$ cat config.mk
export PLATFORM = sky130hd
export DESIGN_NAME = midpoint_circle_rasterizer
export DESIGN_NICKNAME = d
export VERILOG_FILES = /design/src/design/mcr_pkg.sv /design/src/design/mcr_core.sv /design/src/design/mcr_emit.sv /design/src/design/midpoint_circle_rasterizer.sv
export SDC_FILE = /design/constraint.sdc
export NUM_CORES = 1
export LEC_CHECK = 0
export BUFFER_PORTS_ARGS = -buffer_cell sky130_fd_sc_hd__buf_2
export CAP_MARGIN = 30
export CORE_UTILIZATION = 54
export DETAILED_ROUTE_END_ITERATION = 16
export PLACE_DENSITY = 0.73
export SLEW_MARGIN = 30
export SYNTH_ARGS = -nofsm -noshare
export SYNTH_HDL_FRONTEND = slang
export SYNTH_SLANG_ARGS = --single-unit
$ cat constraint.sdc
create_clock -name clock -period 18.7 [get_ports clock]
set_input_delay 3.74 -clock clock [delete_from_list [all_inputs] [get_ports clock]]
set_output_delay 3.74 -clock clock [all_outputs]
set_load 0.02 [all_outputs]
$ cat src/design/mcr_pkg.sv
// Shared constants and types for the midpoint circle rasterizer.
// No dependencies; used by every module of the block.
`timescale 1ns / 1ps
`default_nettype none
package mcr_pkg;

   localparam int COORD_BITS_DEF = 16;   // default coordinate width
   localparam int CENTER_BITS    = 16;   // width of the center fields
   localparam int RADIUS_BITS    = 15;
   localparam int X_BITS         = 16;   // loop coordinates x and y
   localparam int D_BITS         = X_BITS + 2;  // decision term
   localparam int IDX_BITS       = 3;    // result index within one iteration

   localparam logic MODE_START   = 1'b0;
   localparam logic MODE_ADVANCE = 1'b1;

   localparam logic [IDX_BITS-1:0] LAST_IDX_FILL    = 3'd3;
   localparam logic [IDX_BITS-1:0] LAST_IDX_OUTLINE = 3'd7;

   // Control from the sequencer to the loop state.
   typedef struct packed {
      logic load;   // start a new circle
      logic step;   // retire one loop iteration
   } mcr_ctl_type;

endpackage
`default_nettype wire

$ cat src/design/mcr_core.sv
// Loop state of the midpoint circle: center, x, y, decision term, mode, active.
// Depends on mcr_pkg.
`timescale 1ns / 1ps
`default_nettype none
module mcr_core #(
   parameter int COORD_BITS = mcr_pkg::COORD_BITS_DEF,
   parameter int OUT_BITS   = COORD_BITS + 1
) (
   input  wire                                     clock,
   input  wire                                     reset,
   input  wire  mcr_pkg::mcr_ctl_type              ctl,
   input  wire  [mcr_pkg::CENTER_BITS-1:0]         load_cx,
   input  wire  [mcr_pkg::CENTER_BITS-1:0]         load_cy,
   input  wire  [mcr_pkg::RADIUS_BITS-1:0]         load_radius,
   input  wire                                     load_fill,
   output logic [mcr_pkg::X_BITS-1:0]              cur_x,
   output logic [mcr_pkg::X_BITS-1:0]              cur_y,
   output logic [OUT_BITS-1:0]                     origin_x,
   output logic [OUT_BITS-1:0]                     origin_y,
   output logic                                    fill_mode,
   output logic                                    run_ok,
   output logic                                    done_iter
);

   localparam int XB = mcr_pkg::X_BITS;
   localparam int DB = mcr_pkg::D_BITS;
   localparam int WB = COORD_BITS + mcr_pkg::CENTER_BITS;

   logic [XB-1:0]         x_ff, x_in, y_ff, y_in;
   logic [DB-1:0]         dec_ff, dec_in;
   logic [OUT_BITS-1:0]   ox_ff, ox_in, oy_ff, oy_in;
   logic                  fill_ff, fill_in, active_ff, active_in;

   logic [WB-1:0]         cx_wide, cy_wide;
   logic [COORD_BITS-1:0] cx_low, cy_low;
   logic                  dec_pos;
   logic [XB:0]           nx, ny, diff;
   logic [DB-1:0]         nd;

   // Low COORD_BITS of the center, sign-extended by one bit
   assign cx_wide = {{COORD_BITS{1'b0}}, load_cx};
   assign cy_wide = {{COORD_BITS{1'b0}}, load_cy};
   assign cx_low  = cx_wide[COORD_BITS-1:0];
   assign cy_low  = cy_wide[COORD_BITS-1:0];

   assign dec_pos   = $signed(dec_ff) > $signed(DB'(0));
   assign ny        = {1'b0, y_ff} + (XB+1)'(1);
   assign nx        = {1'b0, x_ff} - (dec_pos ? (XB+1)'(1) : (XB+1)'(0));
   assign diff      = ny - nx;
   assign nd        = dec_ff + (dec_pos ? {diff, 1'b0} : {ny, 1'b0}) + DB'(1);
   assign done_iter = $signed(nx) < $signed(ny);

   always_comb begin
      x_in      = x_ff;
      y_in      = y_ff;
      dec_in    = dec_ff;
      ox_in     = ox_ff;
      oy_in     = oy_ff;
      fill_in   = fill_ff;
      active_in = active_ff;
      if (ctl.load) begin
         x_in      = {1'b0, load_radius};
         y_in      = '0;
         dec_in    = DB'(1) - DB'(load_radius);
         ox_in     = {cx_low[COORD_BITS-1], cx_low};
         oy_in     = {cy_low[COORD_BITS-1], cy_low};
         fill_in   = load_fill;
         active_in = 1'b1;
      end else if (ctl.step) begin
         x_in      = nx[XB-1:0];
         y_in      = ny[XB-1:0];
         dec_in    = nd;
         active_in = !done_iter;
      end
   end

   always_ff @(posedge clock) begin
      if (reset) begin
         x_ff      <= '0;
         y_ff      <= '0;
         dec_ff    <= '0;
         ox_ff     <= '0;
         oy_ff     <= '0;
         fill_ff   <= 1'b0;
         active_ff <= 1'b0;
      end else begin
         x_ff      <= x_in;
         y_ff      <= y_in;
         dec_ff    <= dec_in;
         ox_ff     <= ox_in;
         oy_ff     <= oy_in;
         fill_ff   <= fill_in;
         active_ff <= active_in;
      end
   end

   assign cur_x     = x_ff;
   assign cur_y     = y_ff;
   assign origin_x  = ox_ff;
   assign origin_y  = oy_ff;
   assign fill_mode = fill_ff;
   assign run_ok    = active_ff && !(x_ff < y_ff);

endmodule
`default_nettype wire

$ cat src/design/mcr_emit.sv
// Point and span generator: one of the eight symmetric results per index.
// Depends on mcr_pkg.
`timescale 1ns / 1ps
`default_nettype none
module mcr_emit #(
   parameter int OUT_BITS = mcr_pkg::COORD_BITS_DEF + 1
) (
   input  wire  [mcr_pkg::X_BITS-1:0]   cur_x,
   input  wire  [mcr_pkg::X_BITS-1:0]   cur_y,
   input  wire  [OUT_BITS-1:0]          origin_x,
   input  wire  [OUT_BITS-1:0]          origin_y,
   input  wire                          fill_mode,
   input  wire  [mcr_pkg::IDX_BITS-1:0] idx,
   output logic [OUT_BITS-1:0]          px,
   output logic [OUT_BITS-1:0]          py_a,
   output logic [OUT_BITS-1:0]          py_b,
   output logic                         last
);

   localparam int EB = OUT_BITS + mcr_pkg::X_BITS;

   logic [EB-1:0]       xw, yw;
   logic [OUT_BITS-1:0] xo, yo, col_off, row_off, col_v, row_v;

   // Offsets are taken modulo 2^OUT_BITS, same as the final sums
   assign xw = {{OUT_BITS{1'b0}}, cur_x};
   assign yw = {{OUT_BITS{1'b0}}, cur_y};
   assign xo = xw[OUT_BITS-1:0];
   assign yo = yw[OUT_BITS-1:0];

   // idx[0] swaps x/y, idx[2]^idx[1] negates the column, idx[2] the row
   assign col_off = idx[0] ? yo : xo;
   assign row_off = idx[0] ? xo : yo;
   assign col_v   = (idx[1] ^ idx[2]) ? -col_off : col_off;
   assign row_v   = idx[2] ? -row_off : row_off;

   assign px   = origin_x + col_v;
   assign py_a = origin_y + row_v;
   assign py_b = fill_mode ? (origin_y - row_v) : (origin_y + row_v);
   assign last = fill_mode ? (idx == mcr_pkg::LAST_IDX_FILL)
                           : (idx == mcr_pkg::LAST_IDX_OUTLINE);

endmodule
`default_nettype wire

$ cat src/design/midpoint_circle_rasterizer.sv
// Midpoint circle rasterizer, top level. A start transfer is held in the input register
// and loads the loop state from there; the results of an advance pass from the input
// register through the result register. Throughput: one start per cycle; a live advance
// produces one result per cycle unless rsp_ready stalls the result register, eight results (outline) or four (fill).
// Reset (synchronous, active high) makes the block idle and empties both registers.
`timescale 1ns / 1ps
`default_nettype none
module midpoint_circle_rasterizer #(
   parameter int  COORD_BITS = mcr_pkg::COORD_BITS_DEF,
   localparam int OUT_BITS   = COORD_BITS + 1
) (
   input  wire                                clock,
   input  wire                                reset,
   // request channel
   input  wire                                req_valid,
   output logic                               req_ready,
   input  wire                                req_mode,
   input  wire  signed [mcr_pkg::CENTER_BITS-1:0] req_center_x,
   input  wire  signed [mcr_pkg::CENTER_BITS-1:0] req_center_y,
   input  wire  [mcr_pkg::RADIUS_BITS-1:0]    req_radius,
   input  wire                                req_fill,
   // response channel
   output logic                               rsp_valid,
   input  wire                                rsp_ready,
   output logic signed [OUT_BITS-1:0]         rsp_px,
   output logic signed [OUT_BITS-1:0]         rsp_py_a,
   output logic signed [OUT_BITS-1:0]         rsp_py_b,
   output logic                               rsp_last,
   output logic                               rsp_done_res
);

   localparam int XB = mcr_pkg::X_BITS;
   localparam int IB = mcr_pkg::IDX_BITS;

   // Input register: holds one request until its work is finished.
   logic                               in_valid_ff, in_valid_in;
   logic                               in_mode_ff;
   logic [mcr_pkg::CENTER_BITS-1:0]    in_cx_ff, in_cy_ff;
   logic [mcr_pkg::RADIUS_BITS-1:0]    in_radius_ff;
   logic                               in_fill_ff;

   // Result index within the current iteration.
   logic [IB-1:0]                      idx_ff, idx_in;

   // Result register.
   logic                               rsp_valid_ff, rsp_valid_in;
   logic [OUT_BITS-1:0]                px_ff, py_a_ff, py_b_ff;
   logic                               last_ff, done_ff;

   mcr_pkg::mcr_ctl_type               ctl;
   logic [XB-1:0]                      cur_x, cur_y;
   logic [OUT_BITS-1:0]                origin_x, origin_y;
   logic                               fill_mode, run_ok, done_iter;
   logic [OUT_BITS-1:0]                pt_px, pt_py_a, pt_py_b;
   logic                               pt_last;

   logic                               is_start, is_adv, emitting;
   logic                               out_load, emit_fire, finish;

   mcr_core #(
      .COORD_BITS (COORD_BITS),
      .OUT_BITS   (OUT_BITS)
   ) u_core (
      .clock       (clock),
      .reset       (reset),
      .ctl         (ctl),
      .load_cx     (in_cx_ff),
      .load_cy     (in_cy_ff),
      .load_radius (in_radius_ff),
      .load_fill   (in_fill_ff),
      .cur_x       (cur_x),
      .cur_y       (cur_y),
      .origin_x    (origin_x),
      .origin_y    (origin_y),
      .fill_mode   (fill_mode),
      .run_ok      (run_ok),
      .done_iter   (done_iter)
   );

   mcr_emit #(
      .OUT_BITS (OUT_BITS)
   ) u_emit (
      .cur_x     (cur_x),
      .cur_y     (cur_y),
      .origin_x  (origin_x),
      .origin_y  (origin_y),
      .fill_mode (fill_mode),
      .idx       (idx_ff),
      .px        (pt_px),
      .py_a      (pt_py_a),
      .py_b      (pt_py_b),
      .last      (pt_last)
   );

   // Sequencing. A start finishes at once; an advance while idle is dropped;
   // a live advance walks idx through its results, one per result-register load.
   always_comb begin
      is_start  = in_valid_ff && (in_mode_ff == mcr_pkg::MODE_START);
      is_adv    = in_valid_ff && (in_mode_ff == mcr_pkg::MODE_ADVANCE);
      emitting  = is_adv && run_ok;
      out_load  = !rsp_valid_ff || rsp_ready;
      emit_fire = emitting && out_load;
      finish    = is_start || (is_adv && !run_ok) || (emit_fire && pt_last);

      ctl.load  = is_start;
      ctl.step  = emit_fire && pt_last;

      // next request may enter in the same cycle the held one finishes
      req_ready   = !in_valid_ff || finish;
      in_valid_in = req_ready ? req_valid : in_valid_ff;

      idx_in = idx_ff;
      if (emit_fire) begin
         idx_in = pt_last ? '0 : idx_ff + IB'(1);
      end

      rsp_valid_in = rsp_valid_ff;
      if (emit_fire) begin
         rsp_valid_in = 1'b1;
      end else if (rsp_ready) begin
         rsp_valid_in = 1'b0;
      end
   end

   always_ff @(posedge clock) begin
      if (reset) begin
         in_valid_ff  <= 1'b0;
         idx_ff       <= '0;
         rsp_valid_ff <= 1'b0;
      end else begin
         in_valid_ff  <= in_valid_in;
         idx_ff       <= idx_in;
         rsp_valid_ff <= rsp_valid_in;
      end
   end

   // Payload registers, no reset.
   always_ff @(posedge clock) begin
      if (req_valid && req_ready) begin
         in_mode_ff   <= req_mode;
         in_cx_ff     <= req_center_x;
         in_cy_ff     <= req_center_y;
         in_radius_ff <= req_radius;
         in_fill_ff   <= req_fill;
      end
      if (emit_fire) begin
         px_ff   <= pt_px;
         py_a_ff <= pt_py_a;
         py_b_ff <= pt_py_b;
         last_ff <= pt_last;
         done_ff <= done_iter;
      end
   end

   assign rsp_valid    = rsp_valid_ff;
   assign rsp_px       = px_ff;
   assign rsp_py_a     = py_a_ff;
   assign rsp_py_b     = py_b_ff;
   assign rsp_last     = last_ff;
   assign rsp_done_res = done_ff;

endmodule
`default_nettype wire

==> impl_results.md <==
- CTS Hold Bufs: 0
- Largest family of logic cells by synthesized area: simple AND/OR/NAND/NOR gates
- Vias in the first global route: approximately 10,000
- Slowest-stage cell, CP: nand2_1
- Hold depth: 2
- Adder-cell share of the synthesized area: roughly an eighth
- Worst Max-Slew Pin Slew: ~0.9 ns
- Clock skew: 0.0135 ns
- Syn nets: ~1,600
- Fin area: about 0.014 mm^2
- Routability Congestion: slightly below 0.9
- R2R depth: 29
- Placed Cells: between 1,500 and 2,000
- Unrepaired setup endpoints after global routing: no
- Clock sink count: 190
- # setup viols final: 0
- CTS Buf Count: 17
- Max Cap Viol: 0
- Layout fillers: between 2,000 and 2,500
- Yosys cell types: between 70 and 80
- Nets@finish: between 1,500 and 2,000
- CP Capture Type: output port
- GRT busiest layer: met2
- Avg Inst Size Synth: roughly 9 um^2
- Pin count of the biggest net entering global routing: 68
- Clk pin slew, worst setup/hold paths: ~0.07 ns
- Initial core utilization: ~55%
- Syn-to-layout area delta: 10.4%
- CP Data Required Time: approximately 15 ns
- H-tree depth: 4
- First-pass GRT wire length: about 48,000 um
- Initial antenna violation count: 0
- Buffers added on ports: between 100 and 150
- Final max-slew violation count: 0
- Sink of the worst hold path: u_core.origin_x[2]
- Dpl hpwl: between 20,000 and 25,000 um
- Worst rel slew slack: between 40% and 50%
- Clk root buf: clkbuf_16
- Avg Vias per Cell: 5.68
- Post-CTS setup buffer count: 0
- Final worst setup slack: 10.45 ns
- Fin cells: roughly 1,900
- Max FO, Critical Path: 5
- Number of synthesized register bits: 190
- IR drop worst, VDD: 40.9 uV
- Worst hold path type: reg -> reg
- FMAX: between 0.1 and 0.15 GHz
- Dpl cell area: about 0.014 mm^2
- Crit path kind: in -> out
- CP Data Arrival Time: 4.51 ns
- Post-layout min period: roughly 8.3 ns
- Leading cell type in the layout, fill and taps excluded: nand2_1
- Worst R2R Start: u_core.dec_ff[0]
- Post-route antenna net violation count: 0
- Cells after Synth: 1,462
- Area of the die: around 0.025 mm^2
- Total core area: 0.0236 mm^2
- DRC: 0
- Asr flop ratio synth: 0%
- Setup TNS: 0 ns
- Resized Gates After CTS: 0
- # rows: 56
- Met3 Resource Use GR: around 3.1%
- DR vias: about 11,000
- CTS tree: done
- Io pins: ~110
- Reg-to-Reg End: u_core.dec_ff[17]
- Total iterations of the first detailed-routing run: 6
- Compound-Gate Fraction of Synth Area: ~16%
- Layout cells sized above 1: 12.1%
- CTS max path bufs: 2
- Reg2reg setup slack: between 10 and 15 ns
- Wire length per cell: roughly 16 um
- Initial DRC count: approximately 660
- Worst Setup Start Kind: primary input
- Multiplexer area fraction after synthesis: 3.24%
- Final hold vios: 0
- Leakage power: a little under 6 nW
- Total Wirelength: 30,000 um
- Status: complete, no violations
- Place WS: between 10 and 15 ns
- Simple-gate share of the synthesized area: about 17%
- Global route overflow: 0
- Max stage delay on crit path: roughly 0.22 ns
- CP cell instances: buf_2 > nand2b_1 > nand2_1 > nand2_1 > buf_2
- Sequential cell area fraction in the yosys report: 36.8%
- Clk_lat worst skew: 0.44 ns
- Hold slack: about 0.46 ns
- Total number of yosys warnings: 0
- Synthesized area: between 0.01 and 0.015 mm^2
- Most frequent cells in the layout: nand2_1 (142), a21oi_1 (133), nor2_1 (118), ha_1 (118), buf_2 (107)
- Xor and xnor area share after synthesis: between 10% and 20%
- Main flop type after synthesis: edfxtp_1
- Hold Startpoint: u_core.origin_x[2]
- GRT Overall Usage: between 20% and 30%
- Number of synthesized flops with an enable pin: 101
- Met1 Use GR: 30.9%
- Diode count: 0
- Final worst-path cycle share: 44.1%
- Die height: 158 um
- Met2 GRT Util: about 44%
- Power density cells: approximately 80 mW/mm^2
- Die W: around 160 um
## critical path: cells and delay by family
kind                   cells  cell delay, ns
AND/OR/NAND/NOR            3            0.49
buffers and inverters      2            0.28
## power breakdown
part	switching [mW]	internal, mW	total [mW]
clock network	0.167	0.223	0.389
logic	0.159	0.118	0.277
registers	0.0132	0.453	0.466
## synthesized netlist by cell type (8+ instances only)
| library cell | instances | area [um^2] |
|---|---|---|
| inv_1 | 88 | 330 |
| dfxtp_1 | 89 | 1780 |
| ha_1 | 118 | 1480 |
| nor3_1 | 44 | 220 |
| nor2_1 | 118 | 443 |
| o21ai_1 | 11 | 55.1 |
| a21o_1 | 19 | 143 |
| a31oi_1 | 22 | 138 |
| nand2_1 | 142 | 533 |
| nor2b_1 | 10 | 62.6 |
| edfxtp_1 | 101 | 3030 |
| buf_2 | 16 | 80.1 |
| xor2_1 | 49 | 429 |
| a21oi_1 | 134 | 671 |
| nor4_1 | 10 | 62.6 |
| nand2b_1 | 23 | 144 |
| or3_1 | 21 | 131 |
| o21bai_1 | 9 | 67.6 |
| a211oi_1 | 20 | 150 |
| nand3_1 | 26 | 130 |
| and3_1 | 13 | 81.3 |
| o21a_1 | 8 | 60.1 |
| xnor2_1 | 98 | 858 |
| clkbuf_1 | 48 | 180 |
| o21ai_0 | 53 | 265 |
| mux2i_1 | 39 | 390 |
## metal layers
metal	vias up	share of wire, %
li1	5279	-
met2	250	50
met4	0	1.6
met3	43	3.8
met5	-	0
met1	4967	45
## state kept, by name, indices dropped and copies added (netlist names), 3 cells and up
register	flops
u_core.dec_ff	18
rsp_py_b	16
rsp_py_a	17
u_core.cur_y	16
in_radius_ff	15
rsp_px	17
idx_ff	3
in_cy_ff	16
u_core.cur_x	16
in_cx_ff	16
u_core.origin_x	16
u_core.origin_y	16
## metrics by stage
stage | util, % | power, mW
floorplan | - | 0.692
global placement | 58.6 | 0.742
detailed placement | 58.6 | 0.749
CTS | 61.2 | 1.14
global route | 61.2 | 1.19
finish | 61.2 | 1.13
## layout make-up
class | instances | area [um^2] | area share [%]
Clock inverter | 9 | 116 | 0.805
Sequential cell | 190 | 4820 | 33.3
Timing Repair Buffer | 118 | 618 | 4.28
Tap cell | 319 | 399 | 2.76
Inverter | 94 | 353 | 2.44
Clock buffer | 23 | 512 | 3.54
Multi-Input combinational cell | 1104 | 7640 | 52.9
## how the worst max path moves through the flow
stage,start,endpoint,slack [ns]
after detailed placement,rsp_ready,req_ready,10.45
after floorplan,rsp_ready,idx_ff[2],10.05
after global placement,rsp_ready,req_ready,10.50
final,rsp_ready,req_ready,10.45
after CTS,rsp_ready,req_ready,10.45
after global routing,rsp_ready,req_ready,10.39
## cells by family after synthesis
logic type	after synthesis
buffers and inverters	168
flip-flops	190
adder cells (fa/ha/maj)	123
AND/OR/NAND/NOR	450
multiplexers	42
AO/OA/AOI/OAI	339
XOR/XNOR	150
Power figures use the tool's default switching activity.
